**src/rtl/qapm_pkg.sv**
```systemverilog
`timescale 1ns / 1ps
// ----------------------------------------------------------------------------
// qapm_pkg
// Shared constants, register codes and control types for the quad attitude
// PID controller and X-pattern motor mixer.
// ----------------------------------------------------------------------------
package qapm_pkg;

  localparam int ANGLE_WIDTH_DEF = 16;
  localparam int SUM_WIDTH_DEF   = 32;

  localparam int GAIN_W  = 24;
  localparam int FRAC_W  = 16;
  localparam int MOTOR_W = 13;
  localparam logic [MOTOR_W-1:0] MOTOR_MAX = 13'd4096;

  localparam int CFG_IDX_W = 4;

  localparam logic [CFG_IDX_W-1:0] REG_KP_ROLL   = 4'd0;
  localparam logic [CFG_IDX_W-1:0] REG_KP_PITCH  = 4'd1;
  localparam logic [CFG_IDX_W-1:0] REG_KP_YAW    = 4'd2;
  localparam logic [CFG_IDX_W-1:0] REG_KP_THRUST = 4'd3;
  localparam logic [CFG_IDX_W-1:0] REG_KD_ROLL   = 4'd4;
  localparam logic [CFG_IDX_W-1:0] REG_KD_PITCH  = 4'd5;
  localparam logic [CFG_IDX_W-1:0] REG_KD_YAW    = 4'd6;
  localparam logic [CFG_IDX_W-1:0] REG_KI_AXES   = 4'd7;

  localparam logic [GAIN_W-1:0] RST_KP_ROLL   = 24'd655;
  localparam logic [GAIN_W-1:0] RST_KP_PITCH  = 24'd655;
  localparam logic [GAIN_W-1:0] RST_KP_YAW    = 24'd32768;
  localparam logic [GAIN_W-1:0] RST_KP_THRUST = 24'd52429;
  localparam logic [GAIN_W-1:0] RST_KD_ROLL   = 24'd13107;
  localparam logic [GAIN_W-1:0] RST_KD_PITCH  = 24'd13107;
  localparam logic [GAIN_W-1:0] RST_KD_YAW    = 24'd13107;
  localparam logic [GAIN_W-1:0] RST_KI_AXES   = 24'd0;

  // lane pipeline depth, the mixer output register follows
  localparam int NSTG = 5;

  typedef struct packed {
    logic [NSTG-1:0] en;
    logic            upd;
  } stage_ctl_t;

  // width of one lane's control output
  function automatic int u_width(input int aw, input int sw);
    int mx;
    begin
      mx = (sw > aw + 2) ? sw : aw + 2;
      return GAIN_W + mx + 4;
    end
  endfunction

endpackage

```
**src/rtl/qapm_mixer.sv**
```systemverilog
`timescale 1ns / 1ps
// ----------------------------------------------------------------------------
// qapm_mixer
// X-pattern mix of thrust, roll, pitch and yaw into four motor commands,
// clamped to 0..4096, held in the output register.
// ----------------------------------------------------------------------------
module qapm_mixer #(
  parameter int UW = qapm_pkg::u_width(qapm_pkg::ANGLE_WIDTH_DEF, qapm_pkg::SUM_WIDTH_DEF)
) (
  input  logic                          clk,
  input  logic                          load,
  input  logic signed [UW-1:0]          t,
  input  logic signed [UW-1:0]          r,
  input  logic signed [UW-1:0]          p,
  input  logic signed [UW-1:0]          y,
  output logic [qapm_pkg::MOTOR_W-1:0]  m_fl,
  output logic [qapm_pkg::MOTOR_W-1:0]  m_bl,
  output logic [qapm_pkg::MOTOR_W-1:0]  m_br,
  output logic [qapm_pkg::MOTOR_W-1:0]  m_fr
);

  localparam int MW = UW + 2;
  localparam int OW = qapm_pkg::MOTOR_W;
  localparam logic signed [MW-1:0] MAX_X = {{(MW-OW){1'b0}}, qapm_pkg::MOTOR_MAX};

  logic signed [MW-1:0] tx, rx, px, yx;
  logic signed [MW-1:0] s_fl, s_bl, s_br, s_fr;
  logic [OW-1:0] fl_r, bl_r, br_r, fr_r;
  logic [OW-1:0] fl_nxt, bl_nxt, br_nxt, fr_nxt;

  function automatic logic [OW-1:0] clamp(input logic signed [MW-1:0] v);
    logic [OW-1:0] res;
    begin
      if (v[MW-1]) begin
        res = '0;
      end else if (v > MAX_X) begin
        res = qapm_pkg::MOTOR_MAX;
      end else begin
        res = v[OW-1:0];
      end
      return res;
    end
  endfunction

  always_comb begin
    tx = {{2{t[UW-1]}}, t};
    rx = {{2{r[UW-1]}}, r};
    px = {{2{p[UW-1]}}, p};
    yx = {{2{y[UW-1]}}, y};
    s_fl = tx - px + rx + yx;
    s_bl = tx + px + rx - yx;
    s_br = tx + px - rx + yx;
    s_fr = tx - px - rx - yx;
    fl_nxt = clamp(s_fl);
    bl_nxt = clamp(s_bl);
    br_nxt = clamp(s_br);
    fr_nxt = clamp(s_fr);
  end

  always_ff @(posedge clk) begin
    if (load) begin
      fl_r <= fl_nxt;
      bl_r <= bl_nxt;
      br_r <= br_nxt;
      fr_r <= fr_nxt;
    end
  end

  assign m_fl = fl_r;
  assign m_bl = bl_r;
  assign m_br = br_r;
  assign m_fr = fr_r;

endmodule

```
**config.mk**
```make
export PLATFORM = sky130hd
export DESIGN_NAME = qapm_mixer
export DESIGN_NICKNAME = d
export VERILOG_FILES = /design/src/rtl/qapm_pkg.sv /design/src/rtl/qapm_mixer.sv
export SDC_FILE = /design/constraint.sdc
export NUM_CORES = 1
export LEC_CHECK = 0
export BUFFER_PORTS_ARGS = -buffer_cell sky130_fd_sc_hd__buf_2
export CAP_MARGIN = 10
export CELL_PAD_IN_SITES_DETAIL_PLACEMENT = 1
export CELL_PAD_IN_SITES_GLOBAL_PLACEMENT = 1
export CORE_ASPECT_RATIO = 1.25
export CORE_MARGIN = 5
export CORE_UTILIZATION = 46
export CTS_BUF_LIST = sky130_fd_sc_hd__clkbuf_16
export CTS_CLUSTER_SIZE = 40
export DETAILED_ROUTE_END_ITERATION = 7
export GPL_ROUTABILITY_DRIVEN = 0
export GPL_TIMING_DRIVEN = 0
export PLACE_DENSITY_LB_ADDON = 0.1
export SYNTH_ARGS = -nofsm -noshare
export SYNTH_HDL_FRONTEND = slang
export SYNTH_SLANG_ARGS = --single-unit
```
**constraint.sdc**
```tcl
create_clock -name clk -period 8.7 [get_ports clk]
set_input_delay 0.87 -clock clk [delete_from_list [all_inputs] [get_ports clk]]
set_output_delay 0.87 -clock clk [all_outputs]
set_load 0.005 [all_outputs]
```
==> out/metrics.yaml <==
outcome: "complete, but fails checks"
violations: "setup timing"
area_delta_synth_final_pct: 14.25
synth-main-ff-cell: "edfxtp_1"
grt_pass1_wl_mm: 206.9
instances_no_fill: 5486
setup_slack_ns: -0.01736
critPathLaunchType: "primary input"
slew_viol_final: 0
cts_root_buffer: "clkbuf_16"
ys.warnings.count: 0
cp_slowest_cell: "or4b_4"
worstMarginPinSlew_ns: 1.244
fillCellCount: 8569
period_share_pct: 100.2
clkTransAtPathRegs_ns: 0.07
power_mw: 9.469
drive_gt1_share_pct: 13.71
hp-start: "load"
synth_compound_area_share_pct: 28.13
overflow: 0
hold_buffers: 0
fp.dieH_um: 301.0
gr-usage-all-layers_pct: 36.76
num_rows: 106
worstHoldPathType: "in -> reg"
ys_ff_latch: 52
final_hold_viol_count: 0
final-seq-area_sq_um: 1562
start_util_pct: 46.53
finalCoreUtilization_pct: 53.16
path_class: "in -> reg"
endpoint: "m_fr[5]"
h-tree-depth: 2
critPathCaptureType: "flip-flop"
synthMuxAreaShare_pct: 0.6985
ys_seq_area_share_pct: 5.010
cts_tree: "done"
fin_nets: 5435
syn_nets: 5134
required_ns: 8.81
placed_area_sq_um: 33730
drv_cap: 0
peakVddDrop_uv: 157.7
antenna_found_initial: 52
num_io_pins: 294
wire_per_inst_um: 25.99
cp_common_cell: "buf_4"
wl_mm: 142.6
grt_pass1_vias: 35000
startpoint: "t[0]"
drc: 0
multiInputGateArea_sq_um: 28020
ant_nets: 0
syn-cell-area_sq_um: 31170
crit_fanout: 10
crit_arrival_ns: 8.83
core_area_sq_um: 66980
max_slew_margin_pct: 16.45
clock_tree.buffer_depth: 2
viasPerCell: 6.230
fmax_ghz: 0.1147
dieArea_sq_um: 73090
synth_adder_area_share_pct: 30.56
drt_iter0_markers: 2552
powerDensity_nw_per_um2: 265.9
syn_avg_cell_area_sq_um: 7.284
synth_cell_types: 87
ys_async_sr_fraction_pct: 0
via_count: 34180
p_leak_nw: 16.51
synth_top_family_by_area: "adder cells"
setup_viol: 1
placed_cells: 5437
synthSimpleGateAreaFrac_pct: 18.71
dr.pass1.iters: 8
cts_buffers: 5
clock-sinks: 52
synth-edff-count: 52
port-buffer-count: 293
post-dp-hpwl_mm: 122.1
min_period_ns: 8.717
synthXorXnorAreaFrac_pct: 7.391
final_area_sq_um: 35610
grt_max_degree: 53
dieWidth_um: 242.8
max_stage_delay_ns: 0.63
syn_inst: 4279
[metal layers]
layer	track usage (%)	share of wire, %	up-vias
li1	-	-	15620
met1	39.78	35	16560
met2	61.78	46	1485
met3	5.779	7.7	494
met4	33.41	12	22
met5	0	0.096	-
[critical path, delay by kind of cell]
| kind | cells | cell delay, ns |
|---|---|---|
| and+or+nand+nor | 9 | 2.22 |
| buffers and inverters | 9 | 1.29 |
| AOI/OAI and AO/OA | 13 | 2.97 |
| adders and majority gates | 4 | 1.33 |
| xor gates and xnor gates | 1 | 0.12 |
[synth_stat cells (all sizes together), types with 14 or more instances]
master | instances | area, sq um
xor2 | 79 | 691.9
nor2b | 27 | 168.9
o31ai | 35 | 262.8
o211ai | 35 | 262.8
nand3 | 77 | 385.4
inv | 623 | 2338
or2 | 17 | 106.4
nor3 | 98 | 490.5
xnor2 | 184 | 1612
a31oi | 36 | 225.2
clkbuf | 145 | 544.3
o21bai | 88 | 660.6
a211oi | 46 | 362.8
nor4 | 59 | 381.6
nor2 | 299 | 1122
nand4 | 111 | 700.7
o221ai | 18 | 157.7
o22ai | 15 | 93.84
o21ai | 232 | 1161
ha | 366 | 4579
edfxtp | 52 | 1562
o41ai | 18 | 157.7
a21oi | 455 | 2285
and3 | 40 | 250.2
nor3b | 14 | 105.1
a21boi | 23 | 172.7
o21a | 55 | 412.9
fa | 247 | 4945
or3 | 28 | 175.2
nand2b | 44 | 275.3
and2 | 26 | 162.7
mux2i | 15 | 150.1
a21o | 167 | 1256
nand2 | 301 | 1130
[worst min-delay path by stage]
stage	to	slack, ns	depth (start not counted)
after floorplan	m_bl[0]	0.98	0
after global placement	m_fr[7]	1.26	1
after detailed placement	m_fr[8]	1.27	1
after CTS	m_br[0]	1.29	4
after global routing	m_br[3]	1.08	1
final	m_br[4]	1.05	1
[where the power goes]
group          internal, mW  switching [mW]
registers             0.301         0.00622
logic                  3.13            5.77
clock network         0.164           0.101
[registers in the layout (all words and copies together) (netlist names)]
signal	flops
m_bl	13
m_br	13
m_fl	13
m_fr	13
[metrics by stage]
step	setup WS (ns)	hold WS [ns]	setup TNS, ns
6_report	-0.01736	1.051	-0.01736
5_1_grt	-0.2216	1.078	-2.624
4_1_cts	0.001238	1.291	0
3_5_place_dp	-2.827	1.267	-106.64
3_3_place_gp	-2.902	1.265	-123.13
2_1_floorplan	0.7081	0.9825	0
[cell type report]
class                      instances  share of cell area [%]
antenna                           42                  0.2952
buffer                           109                   1.247
clock buffer                       5                  0.3514
clock inverter                     2                  0.1687
inverter                         628                   6.620
multi-input combinational       3444                   78.69
sequential                        52                   4.385
tap                              864                   3.036
timing repair buffer             340                   5.201
[what timing repair did]
action | in CTS | in global routing
pin swaps | 31 | 71
setup endpoints to repair | 52 | 52
resized for setup | 100 | 202
cloned | 0 | 0
setup buffers | 23 | 23
[cell families after synthesis]
| family | count (synthesis) |
|---|---|
| compound gates | 1361 |
| xor+xnor | 263 |
| fa+ha+maj | 613 |
| buf+inv | 783 |
| flops | 52 |
| mux | 21 |
| simple gates | 1186 |
[cells in the final DEF, fill, tap and decap left out, types with 17 or more instances in the layout]
cell type	instances
o31ai_1	30
a31oi_1	30
xnor2_2	17
and3_1	40
o21ai_1	30
a21boi_0	18
a21oi_1	415
ha_2	19
nand2_1	296
o21a_1	54
xor2_1	78
nor2_1	284
o211ai_1	35
fa_1	242
a21oi_2	38
or3_1	28
nand2b_1	43
nor3_1	92
a21o_1	165
nand3_1	77
buf_4	44
and2_1	26
inv_1	615
nand4_1	110
nor2b_1	25
buf_2	302
nor4_1	31
diode_2	42
a211oi_1	36
o21ai_0	196
o21bai_1	86
clkbuf_1	91
ha_1	334
xnor2_1	166
edfxtp_1	52
(Power assumes the default switching activity.)
