## config.mk

```make
export PLATFORM = sky130hd
export DESIGN_NAME = qapm_axis_lane
export DESIGN_NICKNAME = d
export VERILOG_FILES = /design/src/rtl/qapm_pkg.sv /design/src/rtl/qapm_axis_lane.sv
export SDC_FILE = /design/constraint.sdc
export NUM_CORES = 2
export LEC_CHECK = 0
export BUFFER_PORTS_ARGS = -buffer_cell sky130_fd_sc_hd__buf_2
export CELL_PAD_IN_SITES_DETAIL_PLACEMENT = 1
export CELL_PAD_IN_SITES_GLOBAL_PLACEMENT = 2
export CORE_ASPECT_RATIO = 0.75
export CORE_UTILIZATION = 43
export CTS_BUF_LIST = sky130_fd_sc_hd__clkbuf_8
export DETAILED_ROUTE_END_ITERATION = 8
export PLACE_DENSITY = 0.82
export SLEW_MARGIN = 5
export SYNTH_ARGS = -nofsm -noshare
export SYNTH_HDL_FRONTEND = slang
export SYNTH_SLANG_ARGS = --single-unit
```

## constraint.sdc

```tcl
create_clock -name clk -period 10.3 [get_ports clk]
set_input_delay 2.06 -clock clk [delete_from_list [all_inputs] [get_ports clk]]
set_output_delay 2.06 -clock clk [all_outputs]
set_load 0.05 [all_outputs]
```

## src/rtl/qapm_pkg.sv

```systemverilog
`timescale 1ns / 1ps
// ----------------------------------------------------------------------------
// qapm_pkg
// Shared constants, register codes and control types for the quad attitude
// PID controller and X-pattern motor mixer.
// ----------------------------------------------------------------------------
package qapm_pkg;

  localparam int ANGLE_WIDTH_DEF = 16;
  localparam int SUM_WIDTH_DEF   = 32;

  localparam int GAIN_W  = 24;
  localparam int FRAC_W  = 16;
  localparam int MOTOR_W = 13;
  localparam logic [MOTOR_W-1:0] MOTOR_MAX = 13'd4096;

  localparam int CFG_IDX_W = 4;

  localparam logic [CFG_IDX_W-1:0] REG_KP_ROLL   = 4'd0;
  localparam logic [CFG_IDX_W-1:0] REG_KP_PITCH  = 4'd1;
  localparam logic [CFG_IDX_W-1:0] REG_KP_YAW    = 4'd2;
  localparam logic [CFG_IDX_W-1:0] REG_KP_THRUST = 4'd3;
  localparam logic [CFG_IDX_W-1:0] REG_KD_ROLL   = 4'd4;
  localparam logic [CFG_IDX_W-1:0] REG_KD_PITCH  = 4'd5;
  localparam logic [CFG_IDX_W-1:0] REG_KD_YAW    = 4'd6;
  localparam logic [CFG_IDX_W-1:0] REG_KI_AXES   = 4'd7;

  localparam logic [GAIN_W-1:0] RST_KP_ROLL   = 24'd655;
  localparam logic [GAIN_W-1:0] RST_KP_PITCH  = 24'd655;
  localparam logic [GAIN_W-1:0] RST_KP_YAW    = 24'd32768;
  localparam logic [GAIN_W-1:0] RST_KP_THRUST = 24'd52429;
  localparam logic [GAIN_W-1:0] RST_KD_ROLL   = 24'd13107;
  localparam logic [GAIN_W-1:0] RST_KD_PITCH  = 24'd13107;
  localparam logic [GAIN_W-1:0] RST_KD_YAW    = 24'd13107;
  localparam logic [GAIN_W-1:0] RST_KI_AXES   = 24'd0;

  // lane pipeline depth, the mixer output register follows
  localparam int NSTG = 5;

  typedef struct packed {
    logic [NSTG-1:0] en;
    logic            upd;
  } stage_ctl_t;

  // width of one lane's control output
  function automatic int u_width(input int aw, input int sw);
    int mx;
    begin
      mx = (sw > aw + 2) ? sw : aw + 2;
      return GAIN_W + mx + 4;
    end
  endfunction

endpackage

```

## src/rtl/qapm_axis_lane.sv

```systemverilog
`timescale 1ns / 1ps
// ----------------------------------------------------------------------------
// qapm_axis_lane
// One attitude axis: error, saturating error sum, previous error, and the
// P + I + D products brought back to Q.12, over five pipeline stages.
// ----------------------------------------------------------------------------
module qapm_axis_lane #(
  parameter int AW = qapm_pkg::ANGLE_WIDTH_DEF,
  parameter int SW = qapm_pkg::SUM_WIDTH_DEF
) (
  input  logic                               clk,
  input  logic                               rst_n,
  input  qapm_pkg::stage_ctl_t               ctl,
  input  logic signed [AW-1:0]               want,
  input  logic signed [AW-1:0]               meas,
  input  logic [qapm_pkg::GAIN_W-1:0]        kp,
  input  logic [qapm_pkg::GAIN_W-1:0]        kd,
  input  logic [qapm_pkg::GAIN_W-1:0]        ki,
  output logic signed [qapm_pkg::u_width(AW, SW)-1:0] u
);

  localparam int GW   = qapm_pkg::GAIN_W;
  localparam int FR   = qapm_pkg::FRAC_W;
  localparam int UW   = qapm_pkg::u_width(AW, SW);
  localparam int EW   = AW + 1;
  localparam int DW   = AW + 2;
  localparam int TW   = ((SW > EW) ? SW : EW) + 1;
  localparam int LO   = SW / 2;
  localparam int HW   = SW - LO;
  localparam int PEW  = GW + 1 + EW;
  localparam int PDW  = GW + 1 + DW;
  localparam int PHW  = GW + 1 + HW;
  localparam int PLW  = GW + LO;
  localparam int PIW  = GW + SW + 2;

  localparam logic signed [TW-1:0] SMAX = {{(TW-SW+1){1'b0}}, {(SW-1){1'b1}}};
  localparam logic signed [TW-1:0] SMIN = ~SMAX;

  // error sum and previous error
  logic signed [SW-1:0]  sum_r, sum_nxt;
  logic signed [EW-1:0]  last_r;

  logic signed [EW-1:0]  e0_r, e0_nxt;
  logic signed [EW-1:0]  e1_r;
  logic signed [DW-1:0]  d1_r, d1_nxt;
  logic signed [SW-1:0]  s1_r;
  logic signed [PEW-1:0] pe_r, pe_nxt;
  logic signed [PDW-1:0] pd_r, pd_nxt;
  logic signed [PHW-1:0] phi_r, phi_nxt;
  logic [PLW-1:0]        plo_r, plo_nxt;
  logic signed [UW-1:0]  tp_r, tp_nxt;
  logic signed [UW-1:0]  td_r, td_nxt;
  logic signed [UW-1:0]  ti_r, ti_nxt;
  logic signed [UW-1:0]  u_r, u_nxt;

  logic signed [TW-1:0]  acc;
  logic signed [HW-1:0]  s_hi;
  logic [LO-1:0]         s_lo;
  logic signed [PIW-1:0] pi_sum;
  logic signed [UW-1:0]  pe_x, pd_x, pi_x;

  always_comb begin
    e0_nxt = {want[AW-1], want} - {meas[AW-1], meas};

    acc = {{(TW-SW){sum_r[SW-1]}}, sum_r} + {{(TW-EW){e0_r[EW-1]}}, e0_r};
    if (acc > SMAX) begin
      sum_nxt = SMAX[SW-1:0];
    end else if (acc < SMIN) begin
      sum_nxt = SMIN[SW-1:0];
    end else begin
      sum_nxt = acc[SW-1:0];
    end
    d1_nxt = {e0_r[EW-1], e0_r} - {last_r[EW-1], last_r};

    // integral product split in two halves of the sum
    s_hi    = s1_r[SW-1:LO];
    s_lo    = s1_r[LO-1:0];
    pe_nxt  = $signed({1'b0, kp}) * e1_r;
    pd_nxt  = $signed({1'b0, kd}) * d1_r;
    phi_nxt = $signed({1'b0, ki}) * s_hi;
    plo_nxt = ki * s_lo;

    pi_sum = $signed({{(PIW-LO-PHW){phi_r[PHW-1]}}, phi_r, {LO{1'b0}}})
           + $signed({{(PIW-PLW){1'b0}}, plo_r});
    pe_x   = {{(UW-PEW){pe_r[PEW-1]}}, pe_r};
    pd_x   = {{(UW-PDW){pd_r[PDW-1]}}, pd_r};
    pi_x   = {{(UW-PIW){pi_sum[PIW-1]}}, pi_sum};
    tp_nxt = pe_x >>> FR;
    td_nxt = pd_x >>> FR;
    ti_nxt = pi_x >>> FR;

    u_nxt = tp_r + td_r + ti_r;
  end

  always_ff @(posedge clk) begin
    if (!rst_n) begin
      sum_r  <= '0;
      last_r <= '0;
    end else if (ctl.upd) begin
      sum_r  <= sum_nxt;
      last_r <= e0_r;
    end
  end

  always_ff @(posedge clk) begin
    if (ctl.en[0]) begin
      e0_r <= e0_nxt;
    end
    if (ctl.en[1]) begin
      e1_r <= e0_r;
      d1_r <= d1_nxt;
      s1_r <= sum_nxt;
    end
    if (ctl.en[2]) begin
      pe_r  <= pe_nxt;
      pd_r  <= pd_nxt;
      phi_r <= phi_nxt;
      plo_r <= plo_nxt;
    end
    if (ctl.en[3]) begin
      tp_r <= tp_nxt;
      td_r <= td_nxt;
      ti_r <= ti_nxt;
    end
    if (ctl.en[4]) begin
      u_r <= u_nxt;
    end
  end

  assign u = u_r;

endmodule

```

==> flow_summary.ini <==
[worst_hold_path]
hp-start = pe_r[37]
hp-class = register to register
holdPathEnd = tp_r[21]
hold_depth = 0

[cells_and_area]
drive_gt1_share_pct = 5.10
final_cell_area_um2 = 75200
area_growth_pct = 6.33
nNetsFinal = 9598

[timing]
setup_tns_ns = 0
relSlewSlack_pct = 20.6
setup_viol = 0
min_period_over_period_pct = 84.3
max_freq_mhz = 115
drv_slew = 0
fin_ws_ns = 1.61
fin_crit_ns = 8.69
skew_ns = 0.0472
hold_viol_final = 0
whs_ns = 0.404
tightest_slew_ns = 1.19
rsz0062_at_grt = false

[clocking]
numCtsBuffers = 72
clk_pin_slew_ns = 0.06
cts_root_buffer = clkbuf_8
clkSinkCount = 389
h-tree-depth = 3
cts_max_path_buffers = 3
worstSkewPairLatency_ns = 0.70
cts_tree = yes
post-cts-setup-buffers = 0
cts_resized = 0
ctsHoldBuffers = 0

[flow_run]
maxCapViolations = 0

[global_route]
grt_start_max_net_pins = 75
grt_pass1_vias = 56941
grt_pass1_wl_um = 339000
overflow = 0
grtUsageTotal_pct = 26.6
antenna_found_initial = 11

[logic_synthesis]
synthArstFlopShare_pct = 0
ys_types = 83
post_synth.cell_area_avg_um2 = 9.47
yosysWarnings = 0
syn_inst = 7467
yosys_register_bits = 389
synth_largest_area_cell = fa_1
synth_fp_nets = 9571
synth_area_leaders = fa_1 38%, edfxtp_1 14%, ha_1 12%
synthFlopType = edfxtp_1
synth_edf_count = 340
mappedNetlistArea_um2 = 70700
synth_top_cell_area_share_pct = 37.8
synth_seq_area_share_pct = 15.8

[critical_path]
cp_data_arrival_time_ns = 9.12
r2r-start = e1_r[16]
critPathMaxStageDelay_ns = 0.63
critical_path.slowest_cell = buf_2
crit_fanout = 32
crit_type = input port to register
rrSetupSlack_ns = 2.38
crit_path_cell_trace = buf_2 -> nand2_1 -> fa_1 -> inv_1 -> fa_1 -> inv_1 -> fa_1 -> inv_1 -> fa_1 -> fa_1 -> inv_1 -> fa_1 -> inv_1 -> ha_1 -> a21o_1 -> a2111o_1 -> a31o_1 -> a41oi_2 -> nor3b_1 -> a211o_1 -> o41a_4 -> a21oi_4 -> o21bai_2 -> xnor2_1
start_kind = input port
cp-end-kind = register
reg2reg_depth = 22
cp.required_ns = 10.74
path_common_cell = fa_1
r2r-end = pe_r[36]

[drt]
route.detailed.drc = 0
ant_nets = 0
first_iter_violations = 3192
dr_total_vias = 51150
avgRoutedWirePerCell_um = 22.3
drt_wl_total_um = 216000
avgViaCountPerCell = 5.28
firstDrtPassIters = 5

[floorplanning]
core_um2 = 163000
initial_core_util_pct = 43.4
num_io_pins = 172
die-area_um2 = 166000
die_y_um = 353
fp.dieW_um = 470
num_rows = 128

[run_status]
status = complete, no violations

[place]
hpwl_um = 170000
gp_congestion = 0.876
io_buffer_count = 171
dpl_cell_area_um2 = 73700
dp_slack_ns = 0.993
[worst max-delay path by stage]
stage | end | slack (ns) | start
2_1_floorplan | plo_r[39] | 2.01 | ki[14]
3_3_place_gp | plo_r[39] | 0.95 | ki[11]
3_5_place_dp | plo_r[39] | 0.99 | ki[12]
4_1_cts | plo_r[39] | 1.74 | ki[12]
5_1_grt | plo_r[39] | 1.36 | ki[11]
6_report | plo_r[39] | 1.61 | ki[11]
[cells in the mapped netlist, types with 51 or more instances]
library cell / count
inv_1: 1654
o21ai_0: 118
nor2_1: 235
nand3_1: 57
nand2b_1: 51
xor2_1: 68
a21oi_1: 182
edfxtp_1: 340
ha_1: 655
nand2_1: 1020
xnor2_1: 150
fa_1: 1337
a21o_1: 86
clkbuf_1: 282
and2_1: 680
[layout by cell type, fill, tap and decap left out, types with 50 or more instances in the layout]
cell type	netlist	layout
and2_1	680	680
a21o_1	86	86
nand2b_1	51	51
xor2_1	68	68
xnor2_1	150	150
inv_1	1654	1671
clkbuf_8	0	73
fa_1	1337	1337
a21oi_1	182	182
o21ai_0	118	118
nand3_1	57	57
buf_2	0	168
nor3_1	50	50
edfxtp_1	340	340
nor2_1	235	235
buf_4	17	92
nand2_1	1020	1020
ha_1	655	655
[cell families after synthesis]
group / synth area share, %
adder cells (fa/ha/maj): 49.4
buffers and inverters: 10.5
AND/OR/NAND/NOR: 15.3
XOR/XNOR: 2.70
flip-flops: 15.8
AO/OA/AOI/OAI: 5.84
multiplexers: 0.416
[layer usage]
layer | global-route usage [%] | wire length, um
met5 | 0 | 0
met4 | 4.17 | 3170
met3 | 3.83 | 13000
met2 | 42.2 | 97400
met1 | 39.1 | 102000
[area by class of cell]
cell class	count	area (um2)
flip-flops and latches	389	11200
repair buffers	260	1530
well taps	2145	2680
diodes	4	10.0
fillers	18647	87700
inverters	1655	6210
clock inverters	54	458
clock buffers	73	1000
multi-input cells	5116	52100
[worst max-delay path: cells and delay by family]
family,cells,cell delay (ns)
AOI/OAI and AO/OA,8,2.38
adders and majority gates,7,3.34
buffers and inverters,6,0.92
and+or+nand+nor,2,0.30
xor gates and xnor gates,1,0.12
[sequential cells by signal, indices dropped and copies added (netlist names)]
name	cells
phi_r	41
sum_r	32
e0_r	17
ti_r	42
plo_r	24
pd_r	27
d1_r	18
last_r	17
td_r	27
s1_r	32
u	43
tp_r	26
e1_r	17
pe_r	26
[metrics by stage]
step,utilization [%],std cells
3_3_place_gp,45.3,9565
2_1_floorplan,-,7467
4_1_cts,46.2,9692
6_report,46.2,9696
3_5_place_dp,45.3,9565
5_1_grt,46.2,9694
Power is not shown: default switching activity piles up to over one toggle a cycle in this logic, so the estimate is an artifact.
