==> config.mk <==
export PLATFORM = sky130hd
export DESIGN_NAME = qapm_thrust_lane
export DESIGN_NICKNAME = d
export VERILOG_FILES = /design/src/rtl/qapm_pkg.sv /design/src/rtl/qapm_thrust_lane.sv
export SDC_FILE = /design/constraint.sdc
export NUM_CORES = 1
export LEC_CHECK = 0
export BUFFER_PORTS_ARGS = -buffer_cell sky130_fd_sc_hd__buf_2
export CAP_MARGIN = 20
export CORE_ASPECT_RATIO = 1.2
export CORE_MARGIN = 10
export CORE_UTILIZATION = 50
export CTS_CLUSTER_SIZE = 28
export DETAILED_ROUTE_END_ITERATION = 16
export PLACE_DENSITY = 0.77
export SKIP_LAST_GASP = 1
export SYNTH_ARGS = -nofsm -noshare
export SYNTH_HDL_FRONTEND = slang
export SYNTH_SLANG_ARGS = --single-unit
==> constraint.sdc <==
create_clock -name clk -period 10.1 [get_ports clk]
set_input_delay 2.525 -clock clk [delete_from_list [all_inputs] [get_ports clk]]
set_output_delay 2.525 -clock clk [all_outputs]
set_load 0.02 [all_outputs]
==> src/rtl/qapm_pkg.sv <==
`timescale 1ns / 1ps
// ----------------------------------------------------------------------------
// qapm_pkg
// Shared constants, register codes and control types for the quad attitude
// PID controller and X-pattern motor mixer.
// ----------------------------------------------------------------------------
package qapm_pkg;

  localparam int ANGLE_WIDTH_DEF = 16;
  localparam int SUM_WIDTH_DEF   = 32;

  localparam int GAIN_W  = 24;
  localparam int FRAC_W  = 16;
  localparam int MOTOR_W = 13;
  localparam logic [MOTOR_W-1:0] MOTOR_MAX = 13'd4096;

  localparam int CFG_IDX_W = 4;

  localparam logic [CFG_IDX_W-1:0] REG_KP_ROLL   = 4'd0;
  localparam logic [CFG_IDX_W-1:0] REG_KP_PITCH  = 4'd1;
  localparam logic [CFG_IDX_W-1:0] REG_KP_YAW    = 4'd2;
  localparam logic [CFG_IDX_W-1:0] REG_KP_THRUST = 4'd3;
  localparam logic [CFG_IDX_W-1:0] REG_KD_ROLL   = 4'd4;
  localparam logic [CFG_IDX_W-1:0] REG_KD_PITCH  = 4'd5;
  localparam logic [CFG_IDX_W-1:0] REG_KD_YAW    = 4'd6;
  localparam logic [CFG_IDX_W-1:0] REG_KI_AXES   = 4'd7;

  localparam logic [GAIN_W-1:0] RST_KP_ROLL   = 24'd655;
  localparam logic [GAIN_W-1:0] RST_KP_PITCH  = 24'd655;
  localparam logic [GAIN_W-1:0] RST_KP_YAW    = 24'd32768;
  localparam logic [GAIN_W-1:0] RST_KP_THRUST = 24'd52429;
  localparam logic [GAIN_W-1:0] RST_KD_ROLL   = 24'd13107;
  localparam logic [GAIN_W-1:0] RST_KD_PITCH  = 24'd13107;
  localparam logic [GAIN_W-1:0] RST_KD_YAW    = 24'd13107;
  localparam logic [GAIN_W-1:0] RST_KI_AXES   = 24'd0;

  // lane pipeline depth, the mixer output register follows
  localparam int NSTG = 5;

  typedef struct packed {
    logic [NSTG-1:0] en;
    logic            upd;
  } stage_ctl_t;

  // width of one lane's control output
  function automatic int u_width(input int aw, input int sw);
    int mx;
    begin
      mx = (sw > aw + 2) ? sw : aw + 2;
      return GAIN_W + mx + 4;
    end
  endfunction

endpackage

==> src/rtl/qapm_thrust_lane.sv <==
`timescale 1ns / 1ps
// ----------------------------------------------------------------------------
// qapm_thrust_lane
// Proportional thrust term, floor-scaled to Q.12 and timed to match the
// attitude lanes.
// ----------------------------------------------------------------------------
module qapm_thrust_lane #(
  parameter int AW = qapm_pkg::ANGLE_WIDTH_DEF,
  parameter int SW = qapm_pkg::SUM_WIDTH_DEF
) (
  input  logic                               clk,
  input  qapm_pkg::stage_ctl_t               ctl,
  input  logic signed [AW-1:0]               want,
  input  logic [qapm_pkg::GAIN_W-1:0]        kp,
  output logic signed [qapm_pkg::u_width(AW, SW)-1:0] t
);

  localparam int GW  = qapm_pkg::GAIN_W;
  localparam int FR  = qapm_pkg::FRAC_W;
  localparam int UW  = qapm_pkg::u_width(AW, SW);
  localparam int PTW = GW + 1 + AW;

  logic signed [AW-1:0]  w0_r;
  logic signed [PTW-1:0] p1_r, p1_nxt;
  logic signed [UW-1:0]  p1_x;
  logic signed [UW-1:0]  t2_r, t2_nxt;
  logic signed [UW-1:0]  t3_r;
  logic signed [UW-1:0]  t4_r;

  always_comb begin
    p1_nxt = $signed({1'b0, kp}) * w0_r;
    p1_x   = {{(UW-PTW){p1_r[PTW-1]}}, p1_r};
    t2_nxt = p1_x >>> FR;
  end

  always_ff @(posedge clk) begin
    if (ctl.en[0]) begin
      w0_r <= want;
    end
    if (ctl.en[1]) begin
      p1_r <= p1_nxt;
    end
    if (ctl.en[2]) begin
      t2_r <= t2_nxt;
    end
    if (ctl.en[3]) begin
      t3_r <= t2_r;
    end
    if (ctl.en[4]) begin
      t4_r <= t3_r;
    end
  end

  assign t = t4_r;

endmodule

==> results of run 1 <==
[flip-flops by register name, indices dropped and copies added (netlist names)]
register  flops
t3_r         25
p1_r         25
w0_r         16
t2_r         25
t            25
[path summary, 6_finish.rpt]
check / from / endpoint / slack, ps / depth (start not counted)
setup / recovery: kp[9] / p1_r[36]$_DFFE_PP_ / 1950 / 20
hold / removal: t2_r[0]$_DFFE_PP_ / t3_r[0]$_DFFE_PP_ / 410 / 0
setup reg to reg: w0_r[15]$_DFFE_PP_ / p1_r[36]$_DFFE_PP_ / 3280 / 19
hold reg to reg: t2_r[0]$_DFFE_PP_ / t3_r[0]$_DFFE_PP_ / 410 / 0
[cell usage in the layout (no fill, tap or decap), types with 2 or more instances in the layout]
| master | synthesis | final |
|---|---|---|
| sky130_fd_sc_hd__inv_1 | 382 | 382 |
| sky130_fd_sc_hd__fa_1 | 305 | 305 |
| sky130_fd_sc_hd__nand2_1 | 207 | 207 |
| sky130_fd_sc_hd__and2_1 | 161 | 161 |
| sky130_fd_sc_hd__ha_1 | 135 | 135 |
| sky130_fd_sc_hd__edfxtp_1 | 116 | 116 |
| sky130_fd_sc_hd__buf_2 | 0 | 105 |
| sky130_fd_sc_hd__nor2_1 | 29 | 29 |
| sky130_fd_sc_hd__a21oi_1 | 24 | 24 |
| sky130_fd_sc_hd__clkbuf_16 | 0 | 17 |
| sky130_fd_sc_hd__xnor2_1 | 16 | 16 |
| sky130_fd_sc_hd__o21ai_0 | 15 | 15 |
| sky130_fd_sc_hd__a21o_1 | 14 | 14 |
| sky130_fd_sc_hd__nand2b_1 | 11 | 11 |
| sky130_fd_sc_hd__xor2_1 | 7 | 7 |
| sky130_fd_sc_hd__nand4_1 | 6 | 6 |
| sky130_fd_sc_hd__nand3_1 | 6 | 6 |
| sky130_fd_sc_hd__inv_8 | 0 | 6 |
| sky130_fd_sc_hd__nor3_1 | 5 | 5 |
| sky130_fd_sc_hd__clkinv_8 | 0 | 5 |
| sky130_fd_sc_hd__o21ai_1 | 4 | 4 |
| sky130_fd_sc_hd__a31oi_1 | 4 | 4 |
| sky130_fd_sc_hd__a211oi_1 | 4 | 4 |
| sky130_fd_sc_hd__o21bai_1 | 4 | 4 |
| sky130_fd_sc_hd__and4_1 | 3 | 3 |
| sky130_fd_sc_hd__or2_2 | 3 | 3 |
| sky130_fd_sc_hd__or3_1 | 3 | 3 |
| sky130_fd_sc_hd__and3_1 | 2 | 2 |
| sky130_fd_sc_hd__a22oi_1 | 2 | 2 |
| sky130_fd_sc_hd__a211o_1 | 2 | 2 |
| sky130_fd_sc_hd__o211ai_1 | 2 | 2 |
| sky130_fd_sc_hd__o311ai_0 | 2 | 2 |
| sky130_fd_sc_hd__a41oi_1 | 2 | 2 |
| sky130_fd_sc_hd__clkinv_4 | 0 | 2 |
| sky130_fd_sc_hd__inv_6 | 0 | 2 |
| sky130_fd_sc_hd__buf_4 | 35 | 2 |
[cells by family (layout without fill, tap and decap cells)]
family	after synthesis	in the layout	synth area share (%)
buf+inv	473	521	11.8
fa+ha+maj	440	440	48.3
flops	116	116	21.6
xor+xnor	23	23	1.25
simple gates	439	439	13.3
compound gates	90	90	3.68
[per-layer routing]
layer,track usage [%],wire [um],vias up,part of all wire (%)
li1,-,-,4777,-
met1,20.0,12300,5549,34
met2,35.2,20100,369,56
met3,2.93,1870,121,5.2
met4,9.57,1830,0,5.1
met5,0,0,-,0
[critical path, cell delays in order]
cell and delay (ps):
sky130_fd_sc_hd__buf_2 380, sky130_fd_sc_hd__nand2_1 170, sky130_fd_sc_hd__fa_1 590, sky130_fd_sc_hd__inv_1 50
sky130_fd_sc_hd__fa_1 480, sky130_fd_sc_hd__fa_1 610, sky130_fd_sc_hd__fa_1 440, sky130_fd_sc_hd__fa_1 490
sky130_fd_sc_hd__inv_1 50, sky130_fd_sc_hd__fa_1 470, sky130_fd_sc_hd__inv_1 40, sky130_fd_sc_hd__ha_1 330
sky130_fd_sc_hd__and4_1 240, sky130_fd_sc_hd__and2_1 160, sky130_fd_sc_hd__a22oi_1 160, sky130_fd_sc_hd__o31ai_1 190
sky130_fd_sc_hd__or2_2 380, sky130_fd_sc_hd__a21oi_2 240, sky130_fd_sc_hd__nor3_1 70, sky130_fd_sc_hd__a311o_1 260
[through the flow]
| stage | std cells | hold WS, ps | setup WS [ps] | area (um2) |
|---|---|---|---|---|
| floorplan | 1581 | 400 | 2070 | 16100 |
| global placement | 2004 | 405 | 1620 | 16700 |
| detailed placement | 2004 | 405 | 1540 | 16700 |
| CTS | 2036 | 414 | 1980 | 17300 |
| global route | 2036 | 420 | 1650 | 17300 |
| finish | 2036 | 414 | 1950 | 17300 |
[area by class of cell]
class | count | area share, %
Tap cell | 407 | 2.94
Clock inverter | 15 | 1.06
Clock buffer | 17 | 2.46
Timing Repair Buffer | 107 | 3.12
Sequential cell | 116 | 20.1
Multi-Input combinational cell | 992 | 62.0
Inverter | 382 | 8.28
[Yosys cell counts, drive strengths merged, types with 3 or more instances]
cell type	number
ha	135
a21oi	25
nor3	5
o21ai	19
a21o	15
or2	3
nor2	29
a211oi	4
nand2b	11
o21bai	4
and4	3
or3	3
and2	161
inv	382
xor2	7
nand4	6
xnor2	16
buf	35
fa	305
a31oi	4
nand3	6
o311ai	3
and3	3
edfxtp	116
nand2	207
clkbuf	56
==> flow_summary.json, run 1 <==
{
  "syn_area_per_cell_um2": 10.2,
  "finalSetupTns_ps": 0,
  "relSlewSlack_pct": 22.7,
  "grt_use_total_pct": 18.8,
  "worst_pin_slew_ps": 1160,
  "number_of_global_route_vias_before_repair": 12098,
  "vias": 10816,
  "worst_ep_arrival_time_ps": 8330,
  "grt_setup_unrepaired": "no",
  "postLayoutCoreUtil_pct": 54.0,
  "drt-vias-per-instance": 5.31,
  "startpoint_type": "input port",
  "run_status": "finished clean",
  "synth_cells": 1581,
  "nets": 2103,
  "cts_resized": 0,
  "number_of_antenna_violations_at_the_first_check_in_global_routing": 0,
  "worst_hold_path_type": "flop to flop",
  "synthesis.area_um2": 16100,
  "yosys_warnings": 0,
  "clk_transition_reported_paths_ps": 70,
  "start_util_pct": 50.3,
  "clock_sink_count": 116,
  "drcViolationCount": 0,
  "clock_insertion_delay_worst_skew_ps": 420,
  "cts_root_buffer": "sky130_fd_sc_hd__clkbuf_16",
  "synth_seq_area_share_pct": 21.6,
  "synth.net_count": 2068,
  "finalHoldViolCount": 0,
  "critPathCaptureType": "flop",
  "drt-pass1-iter-count": 7,
  "cts_hold_buf": 0,
  "fillerInstances": 2796,
  "cts.path.max_buffers": 2,
  "die_h_um": 217,
  "share_of_layout_cells_above_drive_strength_1_pct": 9.02,
  "achievable-frequency_mhz": 123,
  "post_drt_wl_per_cell_um": 17.8,
  "ant_nets": 0,
  "max_cap_viols": 0,
  "ys_flop_type": "sky130_fd_sc_hd__edfxtp_1",
  "grt_overflow_total": 0,
  "port-buffer-count": 105,
  "floorplan.rows": 72,
  "postSynth.asyncResetShare_pct": 0,
  "synth-seq-cells": 116,
  "finalWeightedCongestion": 0.851,
  "synth-edff-count": 116,
  "crit_path_max_fanout": 16,
  "drt-total-wl_mm": 36.2,
  "required_ps": 10280,
  "finalSetupViolations": 0,
  "worstSetupPathType": "input port to flop",
  "tritoncts.num_buffers": 17,
  "timing.final.crit_period_ps": 8150,
  "cts_tree": "done",
  "multi_input_comb_area_um2": 10700,
  "core_um2": 32100,
  "design.die.area_um2": 39900,
  "final_antenna_diode_count": 0,
  "sequential_cell_area_um2": 3480,
  "dp_hpwl_mm": 27.8,
  "die_x_um": 184,
  "synth.distinct_cells": 45,
  "drt_iter0_drc": 549,
  "synthToLayoutAreaGrowth_pct": 7.35,
  "post-synth-top-area-cell": "sky130_fd_sc_hd__fa_1",
  "cts_setup_buffers": 0,
  "ctsHtreeMaxLevel": 4,
  "netlist.area_leader.share_pct": 37.8,
  "design.portCount": 107,
  "grt_pass1_wl_mm": 59.2,
  "drv_slew": 0,
  "fin_skew_ps": 9.18,
  "largest_net_degree_at_the_start_of_global_routing": 37,
  "ys_top_cells_by_area": "sky130_fd_sc_hd__fa_1 (38%), sky130_fd_sc_hd__edfxtp_1 (22%), sky130_fd_sc_hd__ha_1 (10%), sky130_fd_sc_hd__inv_1 (8.9%), sky130_fd_sc_hd__and2_1 (6.2%)",
  "post-route-period-util_pct": 80.7
}
Power of run 1 is left out: the tool's default activity adds up to more than one toggle a clock period on the data nets, which glitch-free logic cannot reach.
==> run 2: changes to the inputs <==
Clock period 10.1 ns to 7.8 ns, I/O delays scaled along.
==> run 2 against run 1 <==
  * Hold slack got worse by 5.1 ps
  * Worst setup slack lost 1700 ps
  * Wire length increased by 0.20%
  * Count of clock-buffer cells in the layout unchanged
  * Sequential cell count unchanged
  * Largest cell class unchanged
  * Critical endpoint is now p1_r[37]$_DFFE_PP_
  * Highest routed layer unchanged
  * Clock skew up 4.7 ps
==> flow_summary.json, run 2 (synthesized netlist as in run 1, its figures left out) <==
{
  "required_ps": 7970,
  "post_drt_wl_per_cell_um": 17.4,
  "ant_nets": 0,
  "endpoint": "p1_r[37]$_DFFE_PP_",
  "worst_path_max_delay_cell": "sky130_fd_sc_hd__fa_1",
  "grt_busiest_layer": "met2",
  "achievable-frequency_mhz": 133,
  "place_worst_setup_slack_ps": -124,
  "grt_setup_unrepaired": "no",
  "finalWeightedCongestion": 0.882,
  "crit-reg2reg-capture": "p1_r[37]$_DFFE_PP_",
  "fin_worst_hold_slack_ps": 409,
  "share_of_layout_cells_above_drive_strength_1_pct": 11.4,
  "core_um2": 32100,
  "final_antenna_diode_count": 0,
  "worstSetupPathType": "input port to flop",
  "worst-r2r-setup-slack_ps": 950,
  "crit_buf_inv": 4,
  "cts_setup_buffers": 0,
  "drt-pass1-iter-count": 7,
  "cts.path.max_buffers": 2,
  "path_common_cell": "sky130_fd_sc_hd__fa_1",
  "floorplan.rows": 72,
  "drt-vias-per-instance": 5.26,
  "die_x_um": 184,
  "crit_path_max_incr_delay_ps": 560,
  "vias": 10936,
  "nets": 2146,
  "setup_ws_ps": 283,
  "number_of_global_route_vias_before_repair": 12168,
  "worst_hold_path_type": "flop to flop",
  "fin_cells": 2079,
  "max_cap_viols": 0,
  "grt_pass1_wl_mm": 58.7,
  "ctsHtreeMaxLevel": 4,
  "worst_r2r_startpoint": "w0_r[2]$_DFFE_PP_",
  "dp_hpwl_mm": 28.8,
  "finalSetupViolations": 0,
  "clk_transition_reported_paths_ps": 60,
  "dpl_cells": 2047,
  "clock_sink_count": 116,
  "timing.final.crit_period_ps": 7520,
  "worst_pin_slew_ps": 1170,
  "final_cell_mix": "sky130_fd_sc_hd__inv_1 (382), sky130_fd_sc_hd__fa_1 (305), sky130_fd_sc_hd__nand2_1 (207), sky130_fd_sc_hd__and2_1 (161), sky130_fd_sc_hd__ha_1 (135)",
  "synthToLayoutAreaGrowth_pct": 9.56,
  "finalHoldViolCount": 0,
  "final_common_cell": "sky130_fd_sc_hd__inv_1",
  "relSlewSlack_pct": 22.1,
  "start_util_pct": 50.3,
  "die_h_um": 217,
  "crit_path_max_fanout": 16,
  "run_status": "finished clean",
  "timing.critical_path.from": "kp[15]",
  "startpoint_type": "input port",
  "largest_net_degree_at_the_start_of_global_routing": 37,
  "tritoncts.num_buffers": 17,
  "drt-total-wl_mm": 36.2,
  "cts_root_buffer": "sky130_fd_sc_hd__clkbuf_16",
  "drcViolationCount": 0,
  "fin_skew_ps": 13.8,
  "drt_iter0_drc": 562,
  "crit_path_cell_trace": "buf_2 > nand2_1 > fa_1 > fa_1 > fa_1 > inv_1 > fa_1 > fa_1 > inv_1 > fa_1 > inv_1 > ha_1 > a21oi_1 > o21ai_1 > nor3_1 > o21ai_1 > and4_1 > o41a_1 > a41oi_1 > nor2_1",
  "clock_insertion_delay_worst_skew_ps": 430,
  "gr-usage-met1_pct": 19.4,
  "grt_use_total_pct": 18.7,
  "cp_num_cells": 20,
  "port-buffer-count": 105,
  "cts_tree": "done",
  "grt_overflow_total": 0,
  "design.portCount": 107,
  "number_of_antenna_violations_at_the_first_check_in_global_routing": 0,
  "critPathCaptureType": "flop",
  "worst-r2r-cell-count": 19,
  "drv_slew": 0,
  "path_delay_family": "adder cells",
  "grt.met2_usage_pct": 35.3,
  "post-route-period-util_pct": 96.4,
  "worst_ep_arrival_time_ps": 7690,
  "cts_hold_buf": 0,
  "design.die.area_um2": 39900,
  "globalRouteMet3Util_pct": 2.92
}
-- run 2: cell types whose count changed in the layout (fill, tap and decap cells not counted), sizes merged --
cell,previous run,this run
inv,390,392
clkinvlp,0,1
clkbuf,17,20
clkinv,7,1
buf,107,147
bufinv,0,3
-- run 2: worst reg2reg max path: stages, from the launching register on --
cell and delay [ps]:
sky130_fd_sc_hd__edfxtp_1 1090, sky130_fd_sc_hd__nand2_1 200, sky130_fd_sc_hd__fa_1 540, sky130_fd_sc_hd__inv_1 50, sky130_fd_sc_hd__fa_1 530, sky130_fd_sc_hd__inv_1 50
sky130_fd_sc_hd__fa_1 500, sky130_fd_sc_hd__inv_1 50, sky130_fd_sc_hd__fa_1 560, sky130_fd_sc_hd__fa_1 430, sky130_fd_sc_hd__fa_1 440, sky130_fd_sc_hd__ha_1 340
sky130_fd_sc_hd__a21oi_1 190, sky130_fd_sc_hd__o21ai_1 130, sky130_fd_sc_hd__nor3_1 190, sky130_fd_sc_hd__o21ai_1 160, sky130_fd_sc_hd__and4_1 280, sky130_fd_sc_hd__o41a_1 460
sky130_fd_sc_hd__a41oi_1 310, sky130_fd_sc_hd__nor2_1 80
-- run 2: layer usage --
| layer | wire [um] | part of all wire (%) | up-vias |
|---|---|---|---|
| met4 | 1880 | 5.2 | 0 |
| met3 | 1800 | 5.0 | 135 |
| met5 | 0 | 0 | - |
| li1 | - | - | 4866 |
| met1 | 12400 | 34 | 5567 |
| met2 | 20100 | 56 | 368 |
-- run 2: repair_timing --
| action | 4_1_cts | 5_1_grt |
|---|---|---|
| endpoints found under the hold margin | 0 | 0 |
| resized for setup | 0 | 4 |
| endpoints found under the setup margin | 0 | 3 |
-- run 2: area by class of cell --
cell class | instances | area [um2]
clock inverters | 15 | 209
multi-input cells | 992 | 10700
repair buffers | 150 | 871
clock buffers | 17 | 425
well taps | 407 | 509
inverters | 382 | 1430
fillers | 2709 | 14400
flip-flops and latches | 116 | 3480
-- run 2: metrics by stage --
step	instance area, um2	utilization [%]	setup TNS, ps
final	17700	55.1	0
after global routing	17700	55.1	0
after CTS	17700	55.1	0
after detailed placement	17000	53.1	-508
after global placement	17000	53.1	0
after floorplan	16100	-	0
-- run 2: worst min path at each step --
stage | start | to | slack, ps | cells after the start
detailed placement | p1_r[30]$_DFFE_PP_ | t2_r[14]$_DFFE_PP_ | 400 | 0
finish | p1_r[18]$_DFFE_PP_ | t2_r[2]$_DFFE_PP_ | 410 | 0
global route | p1_r[26]$_DFFE_PP_ | t2_r[10]$_DFFE_PP_ | 420 | 0
CTS | p1_r[26]$_DFFE_PP_ | t2_r[10]$_DFFE_PP_ | 410 | 0
floorplan | p1_r[16]$_DFFE_PP_ | t2_r[0]$_DFFE_PP_ | 400 | 0
global placement | t2_r[6]$_DFFE_PP_ | t3_r[6]$_DFFE_PP_ | 400 | 0
Power of run 2 is left out for the same reason.
==> run 3: changes to the inputs <==
Settings changed: ABC_AREA from default to 1, CORE_ASPECT_RATIO 1.2 to 1.25.
==> run 3 against run 2 <==
  * Via count up 18%
  * Worst setup slack better by 350 ps
  * Wire length up 15%
  * Synthesized area is 6.7% higher
  * Die area grew 6.1%
  * Cell area increased by 4.6%
==> flow_summary.json, run 3 <==
{
  "run_status": "finished clean",
  "dp_hpwl_mm": 32.7,
  "relSlewSlack_pct": 21.4,
  "tritoncts.num_buffers": 17,
  "finalHoldViolCount": 0,
  "synthToLayoutAreaGrowth_pct": 7.38,
  "cts_resized": 0,
  "postSynth.asyncResetShare_pct": 0,
  "finalSetupTns_ps": 0,
  "worst_pin_slew_ps": 1180,
  "floorplan.rows": 75,
  "finalWeightedCongestion": 0.930,
  "timing.critical_path.from": "kp[13]",
  "netlist.area_leader.share_pct": 35.5,
  "max_cap_viols": 0,
  "number_of_antenna_violations_at_the_first_check_in_global_routing": 0,
  "endpoint": "p1_r[30]$_DFFE_PP_",
  "timing.hold.worst.start": "p1_r[30]$_DFFE_PP_",
  "grt_overflow_total": 0,
  "cts_hold_buf": 0,
  "synth-edff-count": 116,
  "dpl_cells": 2430,
  "fin_worst_hold_slack_ps": 414,
  "cts_root_buffer": "sky130_fd_sc_hd__clkbuf_16",
  "drv_slew": 0,
  "fin_skew_ps": 26.3,
  "worstSetupPathType": "input port to flop",
  "fillerInstances": 2967,
  "largest_net_degree_at_the_start_of_global_routing": 37,
  "worst_hold_path_type": "flop to flop",
  "synthesis.area_um2": 17200,
  "final_common_cell": "sky130_fd_sc_hd__inv_1",
  "synth_commonest_cells": "sky130_fd_sc_hd__inv_1 (605), sky130_fd_sc_hd__nand2_1 (505), sky130_fd_sc_hd__fa_1 (305)",
  "required_ps": 7970,
  "critPathCaptureType": "flop",
  "post-synth-top-area-cell": "sky130_fd_sc_hd__fa_1",
  "yosys_warnings": 0,
  "cts_setup_buffers": 0,
  "clock_sink_count": 116,
  "synth_cells": 2003,
  "synth_seq_area_share_pct": 20.2,
  "final_antenna_diode_count": 0,
  "syn_area_per_cell_um2": 8.59,
  "start_util_pct": 51.0,
  "clk_transition_reported_paths_ps": 60,
  "share_of_layout_cells_above_drive_strength_1_pct": 7.78,
  "ys_top_cells_by_area": "sky130_fd_sc_hd__fa_1 (35%), sky130_fd_sc_hd__edfxtp_1 (20%), sky130_fd_sc_hd__inv_1 (13%), sky130_fd_sc_hd__nand2_1 (11%), sky130_fd_sc_hd__ha_1 (9.8%)",
  "post-route-period-util_pct": 91.9,
  "core_um2": 33800,
  "port-buffer-count": 105,
  "post-synth-top-count-cell": "sky130_fd_sc_hd__inv_1",
  "finalSetupViolations": 0,
  "fin_cells": 2467,
  "synth-seq-cells": 116,
  "grt_setup_unrepaired": "no",
  "post_drt_wl_per_cell_um": 16.9,
  "vias": 12853,
  "worst_r2r_startpoint": "w0_r[9]$_DFFE_PP_",
  "drcViolationCount": 0,
  "design.die.area_um2": 42300,
  "crit-reg2reg-capture": "p1_r[30]$_DFFE_PP_",
  "crit_path_max_fanout": 16,
  "die_h_um": 227,
  "number_of_global_route_vias_before_repair": 14379,
  "cts.path.max_buffers": 2,
  "drt_iter0_drc": 946,
  "drt-pass1-iter-count": 6,
  "ant_nets": 0,
  "final_cell_mix": "sky130_fd_sc_hd__inv_1 (605), sky130_fd_sc_hd__nand2_1 (505), sky130_fd_sc_hd__fa_1 (305), sky130_fd_sc_hd__ha_1 (135), sky130_fd_sc_hd__edfxtp_1 (116)",
  "worst-r2r-setup-slack_ps": 1370,
  "clock_insertion_delay_worst_skew_ps": 440,
  "achievable-frequency_mhz": 139,
  "ys_flop_type": "sky130_fd_sc_hd__edfxtp_1",
  "drt-total-wl_mm": 41.6,
  "worst_ep_arrival_time_ps": 7340,
  "timing.final.crit_period_ps": 7170,
  "grt_pass1_wl_mm": 69.0,
  "design.portCount": 107,
  "die_x_um": 186,
  "synth.net_count": 2490,
  "worst-r2r-cell-count": 20,
  "cts_tree": "done",
  "synth.distinct_cells": 31,
  "nets": 2518,
  "startpoint_type": "input port",
  "ctsHtreeMaxLevel": 4,
  "grt_use_total_pct": 20.7,
  "drt-vias-per-instance": 5.21
}
[run 3: per-layer routing]
| metal | track usage (%) | share of wire [%] | vias to the layer above |
|---|---|---|---|
| li1 | - | - | 5796 |
| met1 | 22.5 | 36 | 6320 |
| met2 | 38.1 | 52 | 582 |
| met3 | 3.06 | 7.0 | 155 |
| met4 | 10.5 | 5.1 | 0 |
| met5 | 0 | 0 | - |
[run 3: worst min-delay path by stage]
stage / endpoint / cells past startpoint / slack [ps]
final: t2_r[14]$_DFFE_PP_ / 0 / 410
after global routing: t[22]$_DFFE_PP_ / 0 / 420
after CTS: t2_r[14]$_DFFE_PP_ / 0 / 410
after detailed placement: t2_r[12]$_DFFE_PP_ / 0 / 400
after global placement: t[4]$_DFFE_PP_ / 0 / 400
after floorplan: t2_r[0]$_DFFE_PP_ / 0 / 400
[run 3: stage by stage]
stage                     instance area [um2]  worst slack (ps)  utilization (%)
after floorplan                         17200               638                -
after global placement                  17800               301             52.6
after CTS                               18400               667             54.4
after detailed placement                17800               239             52.6
after global routing                    18500               371             54.7
final                                   18500               630             54.7
[run 3: final cells by class]
type | instances | area (um2) | area share [%]
inverters | 605 | 2270 | 12.3
well taps | 423 | 529 | 2.86
multi-input cells | 1177 | 10900 | 59.2
flip-flops and latches | 116 | 3480 | 18.8
clock buffers | 17 | 425 | 2.30
repair buffers | 114 | 668 | 3.61
clock inverters | 15 | 173 | 0.934
[run 3: critical path, cell delays in order]
cell	delay, ps
sky130_fd_sc_hd__buf_2	360
sky130_fd_sc_hd__nand2_1	140
sky130_fd_sc_hd__fa_1	550
sky130_fd_sc_hd__inv_1	60
sky130_fd_sc_hd__fa_1	490
sky130_fd_sc_hd__fa_1	620
sky130_fd_sc_hd__fa_1	460
sky130_fd_sc_hd__fa_1	500
sky130_fd_sc_hd__inv_1	50
sky130_fd_sc_hd__fa_1	470
sky130_fd_sc_hd__inv_1	40
sky130_fd_sc_hd__ha_1	360
sky130_fd_sc_hd__nand2_1	150
sky130_fd_sc_hd__inv_1	50
sky130_fd_sc_hd__a21oi_1	290
sky130_fd_sc_hd__a21boi_0	210
sky130_fd_sc_hd__nand3_1	210
sky130_fd_sc_hd__nand3_1	170
sky130_fd_sc_hd__nand2_1	60
sky130_fd_sc_hd__nand2_1	60
sky130_fd_sc_hd__nand2_1	60
[run 3: logic make-up (layout without fill, tap and decap cells)]
group	Yosys count	in the layout	synth area share [%]
buffers and inverters	710	751	16.2
adders and majority gates	440	440	45.3
AOI/OAI and AO/OA	88	88	2.99
DFF	116	116	20.2
and+or+nand+nor	634	634	14.5
xor gates and xnor gates	15	15	0.763
Power of run 3 is left out for the same reason.
